[config.mk]
export PLATFORM = sky130hd
export DESIGN_NAME = contiguous_block_allocator_flat
export DESIGN_NICKNAME = d
export VERILOG_FILES = /design/src/rtl/core/cba_pkg.sv /design/src/rtl/core/cba_ifs.sv /design/src/rtl/core/cba_ram.sv /design/src/rtl/core/cba_ctrl.sv /design/src/rtl/core/cba_datapath.sv /design/src/rtl/core/contiguous_block_allocator.sv /design/src/flat_wrapper.sv
export SDC_FILE = /design/constraint.sdc
export NUM_CORES = 2
export LEC_CHECK = 0
export BUFFER_PORTS_ARGS = -buffer_cell sky130_fd_sc_hd__buf_2
export CAP_MARGIN = 30
export CORE_MARGIN = 10
export CORE_UTILIZATION = 50
export DETAILED_ROUTE_END_ITERATION = 10
export PLACE_DENSITY = 0.75
export SYNTH_ARGS = -nofsm -noshare
export SYNTH_HDL_FRONTEND = slang
export SYNTH_SLANG_ARGS = --single-unit
export TNS_END_PERCENT = 10
[constraint.sdc]
create_clock -name clk -period 7.6 [get_ports clk]
set_input_delay 0.76 -clock clk [delete_from_list [all_inputs] [get_ports clk]]
set_output_delay 0.76 -clock clk [all_outputs]
set_load 0.02 [all_outputs]
[src/rtl/core/cba_pkg.sv]
// ============================================================================
// cba_pkg
// Shared types and constants of the contiguous block allocator: sizes of the
// block map, command and result codes, and the controller/datapath structs.
// ============================================================================
package cba_pkg;

	// Store geometry. BLOCK_BYTES must be a power of two.
	localparam int NUM_BLOCKS  = 1024;
	localparam int BLOCK_BYTES = 4096;
	localparam int BLK_SHIFT   = $clog2(BLOCK_BYTES);

	// Field widths of the request and response transactions.
	localparam int CMD_W   = 2;
	localparam int BYTES_W = 23;
	localparam int IDX_W   = 10;

	// The map is kept as rows of WORD_W used bits.
	localparam int WORD_W = 16;
	localparam int BIT_W  = $clog2(WORD_W);
	localparam int ROWS   = NUM_BLOCKS / WORD_W;
	localparam int ROW_W  = $clog2(ROWS);

	// Run lengths and block counts up to NUM_BLOCKS plus one row.
	localparam int CNT_W  = IDX_W + 1;
	localparam int SUM_W  = BYTES_W + 1;
	localparam int NEED_W = SUM_W - BLK_SHIFT;

	typedef enum logic [CMD_W-1:0] {
		CMD_ALLOC_RUN = 2'd0,
		CMD_ALLOC_ONE = 2'd1,
		CMD_FREE      = 2'd2
	} cmd_t;

	typedef enum logic [1:0] {
		ST_IDLE,
		ST_SCAN,
		ST_MARK,
		ST_RESULT
	} state_t;

	typedef enum logic [1:0] {
		RES_NONE,
		RES_FAIL,
		RES_ALLOC
	} res_t;

	typedef struct packed {
		logic load;
		logic scan;
		logic mark;
		logic out_load;
		res_t res;
	} ctrl_cmd_t;

	typedef struct packed {
		logic need_zero;
		logic need_big;
		logic free_empty;
		logic scan_hit;
		logic scan_miss;
		logic mark_done;
		logic out_free;
	} dp_stat_t;

endpackage

[src/rtl/core/cba_ifs.sv]
// ============================================================================
// cba_ifs
// Valid/ready channels of the allocator: the request channel and the
// response channel, each with a source and a sink modport.
// ============================================================================
interface cba_req_if;
	logic                        valid;
	logic                        ready;
	logic [cba_pkg::CMD_W-1:0]   cmd;
	logic [cba_pkg::BYTES_W-1:0] byte_count;
	logic [cba_pkg::IDX_W-1:0]   free_first;
	logic [cba_pkg::IDX_W-1:0]   free_last;

	modport source (output valid, cmd, byte_count, free_first, free_last, input ready);
	modport sink (input valid, cmd, byte_count, free_first, free_last, output ready);
endinterface

interface cba_rsp_if;
	logic                      valid;
	logic                      ready;
	logic                      status;
	logic                      has_blocks;
	logic [cba_pkg::IDX_W-1:0] first_block;
	logic [cba_pkg::IDX_W-1:0] last_block;

	modport source (output valid, status, has_blocks, first_block, last_block, input ready);
	modport sink (input valid, status, has_blocks, first_block, last_block, output ready);
endinterface

[src/rtl/core/cba_ram.sv]
// ============================================================================
// cba_ram
// Generic simple dual-port RAM: one write port, one read port with the read
// data registered.
// ============================================================================
module cba_ram #(
	parameter int WIDTH = 16,
	parameter int DEPTH = 64
) (
	input  logic                     clk,
	input  logic                     we,
	input  logic [$clog2(DEPTH)-1:0] waddr,
	input  logic [WIDTH-1:0]         wdata,
	input  logic [$clog2(DEPTH)-1:0] raddr,
	output logic [WIDTH-1:0]         rdata
);

	logic [WIDTH-1:0] mem_q [DEPTH];

	always_ff @(posedge clk) begin
		if (we) begin
			mem_q[waddr] <= wdata;
		end
		rdata <= mem_q[raddr];
	end

endmodule

[src/rtl/core/cba_ctrl.sv]
// ============================================================================
// cba_ctrl
// Sequencer of the allocator: takes a request, steers the datapath through
// the map scan and the row update, and hands the result to the output stage.
// ============================================================================
module cba_ctrl (
	input  logic                      clk,
	input  logic                      arst_n,
	input  logic                      req_valid,
	input  logic [cba_pkg::CMD_W-1:0] req_cmd,
	output logic                      req_ready,
	input  cba_pkg::dp_stat_t         stat,
	output cba_pkg::ctrl_cmd_t        cmd
);

	cba_pkg::state_t state_q, state_d;
	cba_pkg::res_t   res_q, res_d;

	always_ff @(posedge clk or negedge arst_n) begin
		if (!arst_n) begin
			state_q <= cba_pkg::ST_IDLE;
			res_q   <= cba_pkg::RES_NONE;
		end else begin
			state_q <= state_d;
			res_q   <= res_d;
		end
	end

	// Next state and the result kind that goes with it.
	always_comb begin
		state_d = state_q;
		res_d   = res_q;
		unique case (state_q)
			cba_pkg::ST_IDLE: begin
				if (req_valid) begin
					res_d   = cba_pkg::RES_NONE;
					state_d = cba_pkg::ST_RESULT;
					unique case (req_cmd)
						cba_pkg::CMD_ALLOC_RUN: begin
							if (stat.need_big) begin
								res_d = cba_pkg::RES_FAIL;
							end else if (!stat.need_zero) begin
								state_d = cba_pkg::ST_SCAN;
							end
						end
						cba_pkg::CMD_ALLOC_ONE: begin
							state_d = cba_pkg::ST_SCAN;
						end
						cba_pkg::CMD_FREE: begin
							if (!stat.free_empty) begin
								state_d = cba_pkg::ST_MARK;
							end
						end
						default: begin
							state_d = cba_pkg::ST_RESULT;
						end
					endcase
				end
			end
			cba_pkg::ST_SCAN: begin
				if (stat.scan_hit) begin
					res_d   = cba_pkg::RES_ALLOC;
					state_d = cba_pkg::ST_MARK;
				end else if (stat.scan_miss) begin
					res_d   = cba_pkg::RES_FAIL;
					state_d = cba_pkg::ST_RESULT;
				end
			end
			cba_pkg::ST_MARK: begin
				if (stat.mark_done) begin
					state_d = cba_pkg::ST_RESULT;
				end
			end
			cba_pkg::ST_RESULT: begin
				if (stat.out_free) begin
					state_d = cba_pkg::ST_IDLE;
				end
			end
			default: begin
				state_d = cba_pkg::ST_IDLE;
			end
		endcase
	end

	// Datapath commands.
	always_comb begin
		req_ready    = (state_q == cba_pkg::ST_IDLE);
		cmd.load     = (state_q == cba_pkg::ST_IDLE) && req_valid;
		cmd.scan     = (state_q == cba_pkg::ST_SCAN);
		cmd.mark     = (state_q == cba_pkg::ST_MARK);
		cmd.out_load = (state_q == cba_pkg::ST_RESULT) && stat.out_free;
		cmd.res      = res_q;
	end

endmodule

[src/rtl/core/cba_datapath.sv]
// ============================================================================
// cba_datapath
// Block map storage and the row-wide scan and update logic, plus the
// response register.
// ============================================================================
module cba_datapath (
	input  logic                        clk,
	input  logic                        arst_n,
	input  cba_pkg::ctrl_cmd_t          cmd,
	output cba_pkg::dp_stat_t           stat,
	input  logic [cba_pkg::CMD_W-1:0]   req_cmd,
	input  logic [cba_pkg::BYTES_W-1:0] req_byte_count,
	input  logic [cba_pkg::IDX_W-1:0]   req_free_first,
	input  logic [cba_pkg::IDX_W-1:0]   req_free_last,
	input  logic                        rsp_ready,
	output logic                        rsp_valid,
	output logic                        rsp_status,
	output logic                        rsp_has_blocks,
	output logic [cba_pkg::IDX_W-1:0]   rsp_first_block,
	output logic [cba_pkg::IDX_W-1:0]   rsp_last_block
);

	localparam int WORD_W = cba_pkg::WORD_W;
	localparam int BIT_W  = cba_pkg::BIT_W;
	localparam int ROW_W  = cba_pkg::ROW_W;
	localparam int IDX_W  = cba_pkg::IDX_W;
	localparam int CNT_W  = cba_pkg::CNT_W;
	localparam int SUM_W  = cba_pkg::SUM_W;
	localparam int NEED_W = cba_pkg::NEED_W;

	// Request decode.
	logic [SUM_W-1:0]  need_sum;
	logic [NEED_W-1:0] need_full;
	logic [IDX_W-1:0]  free_hi;
	logic              is_free;

	assign need_sum  = SUM_W'(req_byte_count) + SUM_W'(cba_pkg::BLOCK_BYTES - 1);
	assign need_full = need_sum[SUM_W-1:cba_pkg::BLK_SHIFT];
	assign is_free   = (req_cmd == cba_pkg::CMD_FREE);
	assign free_hi   = (CNT_W'(req_free_last) > CNT_W'(cba_pkg::NUM_BLOCKS - 1)) ?
		IDX_W'(cba_pkg::NUM_BLOCKS - 1) : req_free_last;

	// Operation registers.
	logic [CNT_W-1:0]  need_q;
	logic [CNT_W-1:0]  carry_q;
	logic [IDX_W-1:0]  lo_q, hi_q;
	logic              set_q;
	logic [ROW_W-1:0]  rd_row_q;
	logic [ROW_W-1:0]  proc_row_s1;
	logic              proc_vld_s1;
	logic              rv_s1;
	logic [cba_pkg::ROWS-1:0] row_vld_q;

	// Map row read back in the cycle after its address.
	logic [WORD_W-1:0] rd_word, old_word, word_free, wr_word, mask;
	logic              wr_en;

	assign old_word  = rv_s1 ? rd_word : '0;
	assign word_free = ~old_word;

	// Free run length ending at each bit of the current row.
	logic [CNT_W-1:0]  run_len [WORD_W];
	logic [WORD_W-1:0] hit_vec;
	logic [BIT_W-1:0]  hit_pos;
	logic [IDX_W-1:0]  end_idx, start_idx;

	always_comb begin
		logic             seen;
		logic [BIT_W-1:0] pos;
		seen = 1'b0;
		pos  = '0;
		for (int i = 0; i < WORD_W; i++) begin
			seen = 1'b0;
			pos  = '0;
			for (int j = 0; j < WORD_W; j++) begin
				if (j < i && !word_free[j]) begin
					seen = 1'b1;
					pos  = BIT_W'(j);
				end
			end
			if (!word_free[i]) begin
				run_len[i] = '0;
			end else if (seen) begin
				run_len[i] = CNT_W'(BIT_W'(i) - pos);
			end else begin
				run_len[i] = carry_q + CNT_W'(i + 1);
			end
			hit_vec[i] = (run_len[i] >= need_q);
		end
	end

	always_comb begin
		hit_pos = '0;
		for (int i = WORD_W - 1; i >= 0; i--) begin
			if (hit_vec[i]) begin
				hit_pos = BIT_W'(i);
			end
		end
	end

	assign end_idx   = {proc_row_s1, hit_pos};
	assign start_idx = IDX_W'(end_idx + IDX_W'(1) - need_q[IDX_W-1:0]);

	// Row update: set or clear the bits of the row that fall in [lo, hi].
	always_comb begin
		for (int b = 0; b < WORD_W; b++) begin
			mask[b] = ((proc_row_s1 != lo_q[IDX_W-1:BIT_W]) || (BIT_W'(b) >= lo_q[BIT_W-1:0]))
				&& ((proc_row_s1 != hi_q[IDX_W-1:BIT_W]) || (BIT_W'(b) <= hi_q[BIT_W-1:0]));
		end
		wr_word = set_q ? (old_word | mask) : (old_word & ~mask);
	end

	assign wr_en = cmd.mark && proc_vld_s1;

	logic scan_hit, issue, out_valid_q;

	assign scan_hit = cmd.scan && proc_vld_s1 && (|hit_vec);
	assign issue    = (cmd.scan && !scan_hit) || cmd.mark;

	always_comb begin
		stat.need_zero  = (req_byte_count == '0);
		stat.need_big   = (need_full > NEED_W'(cba_pkg::NUM_BLOCKS));
		stat.free_empty = (req_free_first > free_hi);
		stat.scan_hit   = scan_hit;
		stat.scan_miss  = cmd.scan && proc_vld_s1 && !(|hit_vec)
			&& (proc_row_s1 == ROW_W'(cba_pkg::ROWS - 1));
		stat.mark_done  = wr_en && (proc_row_s1 == hi_q[IDX_W-1:BIT_W]);
		stat.out_free   = !out_valid_q || rsp_ready;
	end

	cba_ram #(
		.WIDTH(WORD_W),
		.DEPTH(cba_pkg::ROWS)
	) u_map (
		.clk   (clk),
		.we    (wr_en),
		.waddr (proc_row_s1),
		.wdata (wr_word),
		.raddr (rd_row_q),
		.rdata (rd_word)
	);

	// Control state.
	always_ff @(posedge clk or negedge arst_n) begin
		if (!arst_n) begin
			proc_vld_s1 <= 1'b0;
			row_vld_q   <= '0;
			out_valid_q <= 1'b0;
		end else begin
			if (cmd.load || scan_hit) begin
				proc_vld_s1 <= 1'b0;
			end else if (issue) begin
				proc_vld_s1 <= 1'b1;
			end
			if (wr_en) begin
				row_vld_q[proc_row_s1] <= 1'b1;
			end
			if (cmd.out_load) begin
				out_valid_q <= 1'b1;
			end else if (rsp_ready) begin
				out_valid_q <= 1'b0;
			end
		end
	end

	// Payload and pointers.
	always_ff @(posedge clk) begin
		if (cmd.load) begin
			need_q   <= (req_cmd == cba_pkg::CMD_ALLOC_ONE) ? CNT_W'(1) : need_full[CNT_W-1:0];
			carry_q  <= '0;
			lo_q     <= req_free_first;
			hi_q     <= free_hi;
			set_q    <= !is_free;
			rd_row_q <= is_free ? req_free_first[IDX_W-1:BIT_W] : '0;
		end else if (scan_hit) begin
			lo_q     <= start_idx;
			hi_q     <= end_idx;
			rd_row_q <= start_idx[IDX_W-1:BIT_W];
		end else if (issue) begin
			rd_row_q    <= rd_row_q + ROW_W'(1);
			proc_row_s1 <= rd_row_q;
			rv_s1       <= row_vld_q[rd_row_q];
			if (cmd.scan && proc_vld_s1) begin
				carry_q <= run_len[WORD_W-1];
			end
		end

		if (cmd.out_load) begin
			unique case (cmd.res)
				cba_pkg::RES_ALLOC: begin
					rsp_status      <= 1'b0;
					rsp_has_blocks  <= 1'b1;
					rsp_first_block <= lo_q;
					rsp_last_block  <= hi_q;
				end
				cba_pkg::RES_FAIL: begin
					rsp_status      <= 1'b1;
					rsp_has_blocks  <= 1'b0;
					rsp_first_block <= '0;
					rsp_last_block  <= '0;
				end
				default: begin
					rsp_status      <= 1'b0;
					rsp_has_blocks  <= 1'b0;
					rsp_first_block <= '0;
					rsp_last_block  <= '0;
				end
			endcase
		end
	end

	assign rsp_valid = out_valid_q;

endmodule

[src/rtl/core/contiguous_block_allocator.sv]
// ============================================================================
// contiguous_block_allocator
// First-fit allocator of contiguous runs over a bitmap of 1024 used blocks.
// ============================================================================
// Usage. A request transaction on req carries a command: allocate a run
// large enough for byte_count bytes, allocate one block, or free the
// inclusive range free_first..free_last. Every request yields exactly one
// response transaction on rsp with status, has_blocks and the first and
// last block of the allocated run.
// The map is kept in a 64 x 16 RAM. A scan reads one row per cycle and
// finds the lowest fitting run in that row. An allocation scans rows
// until a run fits and then marks the rows of that run; a free marks the
// rows it covers, and commands that touch no map rows go straight to the
// result without a pass over the map.
// The next request is taken once the previous one has reached the response
// register; a stalled receiver holds that register and blocks the
// controller only when a further result is ready to go out.
// Reset clears the per-row valid flags at once, so the whole map reads as
// free right after reset with no clearing pass.
// ============================================================================
module contiguous_block_allocator (
	input  logic      clk,
	input  logic      arst_n,
	cba_req_if.sink   req,
	cba_rsp_if.source rsp
);

	cba_pkg::ctrl_cmd_t ctrl_cmd;
	cba_pkg::dp_stat_t  dp_stat;
	logic               req_ready;

	// The controller owns the sequence; the datapath owns the map.
	cba_ctrl u_ctrl (
		.clk       (clk),
		.arst_n    (arst_n),
		.req_valid (req.valid),
		.req_cmd   (req.cmd),
		.req_ready (req_ready),
		.stat      (dp_stat),
		.cmd       (ctrl_cmd)
	);

	cba_datapath u_dp (
		.clk             (clk),
		.arst_n          (arst_n),
		.cmd             (ctrl_cmd),
		.stat            (dp_stat),
		.req_cmd         (req.cmd),
		.req_byte_count  (req.byte_count),
		.req_free_first  (req.free_first),
		.req_free_last   (req.free_last),
		.rsp_ready       (rsp.ready),
		.rsp_valid       (rsp.valid),
		.rsp_status      (rsp.status),
		.rsp_has_blocks  (rsp.has_blocks),
		.rsp_first_block (rsp.first_block),
		.rsp_last_block  (rsp.last_block)
	);

	assign req.ready = req_ready;

endmodule
[src/flat_wrapper.sv]
// flat-port wrapper written by rule: the top's interface ports become plain ports
module contiguous_block_allocator_flat 
  (clk, arst_n, req_valid, req_cmd, req_byte_count, req_free_first, req_free_last, req_ready, rsp_valid, rsp_status, rsp_has_blocks, rsp_first_block, rsp_last_block, rsp_ready);
  cba_req_if req_i ();
  cba_rsp_if rsp_i ();
  input  logic clk;
  input  logic arst_n;
  input wire logic [$bits(req_i.valid)-1:0] req_valid;
  input wire logic [$bits(req_i.cmd)-1:0] req_cmd;
  input wire logic [$bits(req_i.byte_count)-1:0] req_byte_count;
  input wire logic [$bits(req_i.free_first)-1:0] req_free_first;
  input wire logic [$bits(req_i.free_last)-1:0] req_free_last;
  output wire logic [$bits(req_i.ready)-1:0] req_ready;
  output wire logic [$bits(rsp_i.valid)-1:0] rsp_valid;
  output wire logic [$bits(rsp_i.status)-1:0] rsp_status;
  output wire logic [$bits(rsp_i.has_blocks)-1:0] rsp_has_blocks;
  output wire logic [$bits(rsp_i.first_block)-1:0] rsp_first_block;
  output wire logic [$bits(rsp_i.last_block)-1:0] rsp_last_block;
  input wire logic [$bits(rsp_i.ready)-1:0] rsp_ready;
  assign req_i.valid = req_valid;
  assign req_i.cmd = req_cmd;
  assign req_i.byte_count = req_byte_count;
  assign req_i.free_first = req_free_first;
  assign req_i.free_last = req_free_last;
  assign req_ready = req_i.ready;
  assign rsp_valid = rsp_i.valid;
  assign rsp_status = rsp_i.status;
  assign rsp_has_blocks = rsp_i.has_blocks;
  assign rsp_first_block = rsp_i.first_block;
  assign rsp_last_block = rsp_i.last_block;
  assign rsp_i.ready = rsp_ready;
  contiguous_block_allocator u_core (.clk(clk), .arst_n(arst_n), .req(req_i), .rsp(rsp_i));
endmodule
==> impl_metrics.yaml <==
timing:
  fmax_mhz: 140
  relSlewSlack: 0.303
  tns_ns: 0
  finalCritPeriodShare: 0.940
  slew_violations: 0
  hold-worst-slack_ns: 0.379
  finClkSkew_ns: 0.0770
  period_minus_slack_ns: 7.15
  finalHoldViolCount: 0
  worst_slack_ns: 0.455
  setup_violations: 0
  worst-slew-pin-transition_ns: 1.05
synth:
  synth-seq-area-share: 0.644
  synth.distinct_cells: 86
  synth_enable_flop_cells: 1091
  syn-cell-area_sq_um: 54400
  async_reset_ff_frac: 0.0589
  synth_fp_nets: 3588
  synth-seq-cells: 1188
  synth_cells: 3305
  yosysWarnings: 0
  syn_area_per_cell_sq_um: 16.5
  synth-main-ff-cell: "edfxtp_1"
floorplan:
  rows: 120
  pin_count: 73
  die_area_sq_um: 122000
  die_height_um: 350
  start_util: 0.506
  fp.coreArea_sq_um: 108000
  die_x_um: 350
min_path:
  hold_class: "input port to register"
detailed_routing:
  dr_wl_met3_mm: 13.0
  routedLengthMet1_mm: 55.1
  wl_met2_mm: 71.9
  wirelength_mm: 146
  avgViaCountPerCell: 6.40
  vias: 31800
  postRouteAntennaNets: 0
  drc: 0
  maxUsedRoutingLayer: "met5"
  wire_per_inst_um: 29.4
  dr.first_iter.drc_count: 4086
  first_pass_iters: 6
grt:
  grt_pass1_wl_mm: 216
  grt_max_degree: 141
  grt.total_usage: 0.237
  grt_overflow: 0
  antenna_found_initial: 4
  grt_pass1_vias: 32200
setup_path:
  crit_path_max_incr_delay_ns: 0.52
  worstPathArrival_ns: 7.59
  cp_slowest_cell: "a311oi_1"
  path_class: "register to register"
  start_kind: "register"
  cp_max_fo: 30
  critPathCaptureType: "register"
  crit_required_ns: 8.05
power:
  seqPwrFrac: 0.359
  p_leak_nw: 21.3
  p_clk_frac: 0.235
  p_per_area_nw_per_um2: 391
  totalPowerFinal_mw: 23.9
  switching_share: 0.361
  p_sw_mw: 8.62
  pwr-share-comb: 0.406
  peakVddDrop_uv: 381
  power.internal_mw: 15.3
clock_network:
  cts.sinks: 1188
  cts_buffers: 113
  cts_buffer_depth: 3
  clk_latency_ns: 0.73
  cts.htree.levels: 3
  cts_tree: "yes"
  cts_root_buf: "clkbuf_16"
  clk_pin_slew_worst_paths_ns: 0.06
cells_and_area:
  areaGrowthSynthToFinish_pct: 12.4
  drive_gt1_frac: 0.251
  fin_nets: 3760
  layoutNonFillerInstCount: 4975
  antenna_cells: 0
  final_area_sq_um: 61100
  utilization: 0.569
run:
  maxCapViolations: 0
placement:
  placed_area_sq_um: 57400
  place_inst: 4762
  dp_slack_ns: 0.558
  place_congestion: 0.917
  place_hpwl_mm: 86.4
  portBuffers: 72
outcome:
  status: "completed"
[cell type report]
type                    instances  area [sq um]
clock buffers                 156          3130
clock inverters                54           576
fillers                      7933         46400
inverters                      61           229
multi-input cells            1896         18800
flip-flops and latches       1188         35100
well taps                    1403          1760
repair buffers                217          1610
[cells in the final DEF (no fill, tap or decap), types with 55 or more instances in the layout]
cell       instances
nand2_1          187
mux4_2           357
ha_1             233
o21ai_0           96
dfrtp_1           70
inv_1             58
nand3_1           55
clkbuf_16        116
a21oi_1          144
edfxtp_1        1091
buf_4            132
buf_2             71
nor2_1           196
xor2_1            75
or2_2             68
[per-layer routing]
layer,vias up,global-route usage
li1,13400,-
met1,16300,0.310
met2,1780,0.392
met3,333,0.0451
met4,6,0.0917
met5,-,0
[path summary, 6_finish.rpt]
kind / to / from / cells after the start / slack (ns)
worst max register to register: u_core.u_dp.rd_row_q[5] / u_core.u_dp.rv_s1 / 31 / 0.45
worst max-delay path: u_core.u_dp.rd_row_q[5] / u_core.u_dp.rv_s1 / 31 / 0.45
min in group asynchronous: u_core.u_dp.row_vld_q[36] / arst_n / 2 / 0.49
worst min-delay path: u_core.u_dp.lo_q[4] / req_free_first[4] / 2 / 0.38
worst min register to register: u_core.u_dp.row_vld_q[6] / u_core.u_dp.row_vld_q[6] / 1 / 0.47
max in group asynchronous: u_core.u_ctrl.state_q[1] / arst_n / 3 / 5.88
[worst max-delay path: cells and delay by family (launching register included)]
kind / cells / cell delay, ns
AND/OR/NAND/NOR: 8 / 1.20
flip-flops: 1 / 0.51
buffers and inverters: 4 / 0.53
AO/OA/AOI/OAI: 15 / 3.53
adder cells (fa/ha/maj): 4 / 1.12
[registers in the layout, summed over array words and instances, names as in the netlist, 6 cells and up]
| name | cells |
|---|---|
| u_core.u_dp.carry_q | 11 |
| u_core.u_dp.hi_q | 10 |
| u_core.u_dp.lo_q | 10 |
| u_core.u_dp.need_q | 11 |
| u_core.u_dp.proc_row_s1 | 6 |
| u_core.u_dp.rd_row_q | 6 |
| u_core.u_dp.row_vld_q | 64 |
| u_core.u_dp.rsp_first_block | 10 |
| u_core.u_dp.rsp_last_block | 10 |
| u_core.u_dp.u_map.mem_q | 1024 |
| u_core.u_dp.u_map.rdata | 16 |
[synthesized netlist by cell type (25+ instances only)]
master,count,area (sq um)
ha_1,233,2920
buf_2,33,165
dfrtp_1,70,1750
xor2_1,75,657
or2_2,68,425
dfxtp_1,27,541
or3_1,25,156
mux4_2,357,8040
a21o_1,29,218
edfxtp_1,1091,32800
inv_1,58,218
a21oi_1,145,726
buf_1,29,109
xnor2_1,54,473
nor2_1,249,935
clkbuf_1,95,357
and2_1,38,238
nand2_1,188,706
nand3_1,55,275
o21ai_0,107,536
[cell families after synthesis]
family | synth area share
buffers and inverters | 0.0165
adders and majority gates | 0.0540
muxes | 0.150
xor gates and xnor gates | 0.0208
DFF | 0.644
and+or+nand+nor | 0.0643
AOI/OAI and AO/OA | 0.0498
[power by group through the flow]
| stage | Combinational, mW | Clock, mW | Sequential (mW) |
|---|---|---|---|
| after floorplan | 6.56 | 0 | 8.58 |
| after global placement | 9.33 | 0 | 8.65 |
| after detailed placement | 9.49 | 0 | 8.67 |
| after CTS | 9.62 | 5.65 | 8.55 |
| after global routing | 10.5 | 5.89 | 8.61 |
| final | 9.71 | 5.61 | 8.57 |
[repair_timing]
action | CTS | global route
endpoints found under the hold margin | 13 | 0
hold buffers | 1 | 0
setup buffers | 0 | 0
gates resized for setup | 0 | 5
endpoints found under the setup margin | 0 | 2
(Power assumes the default switching activity.)
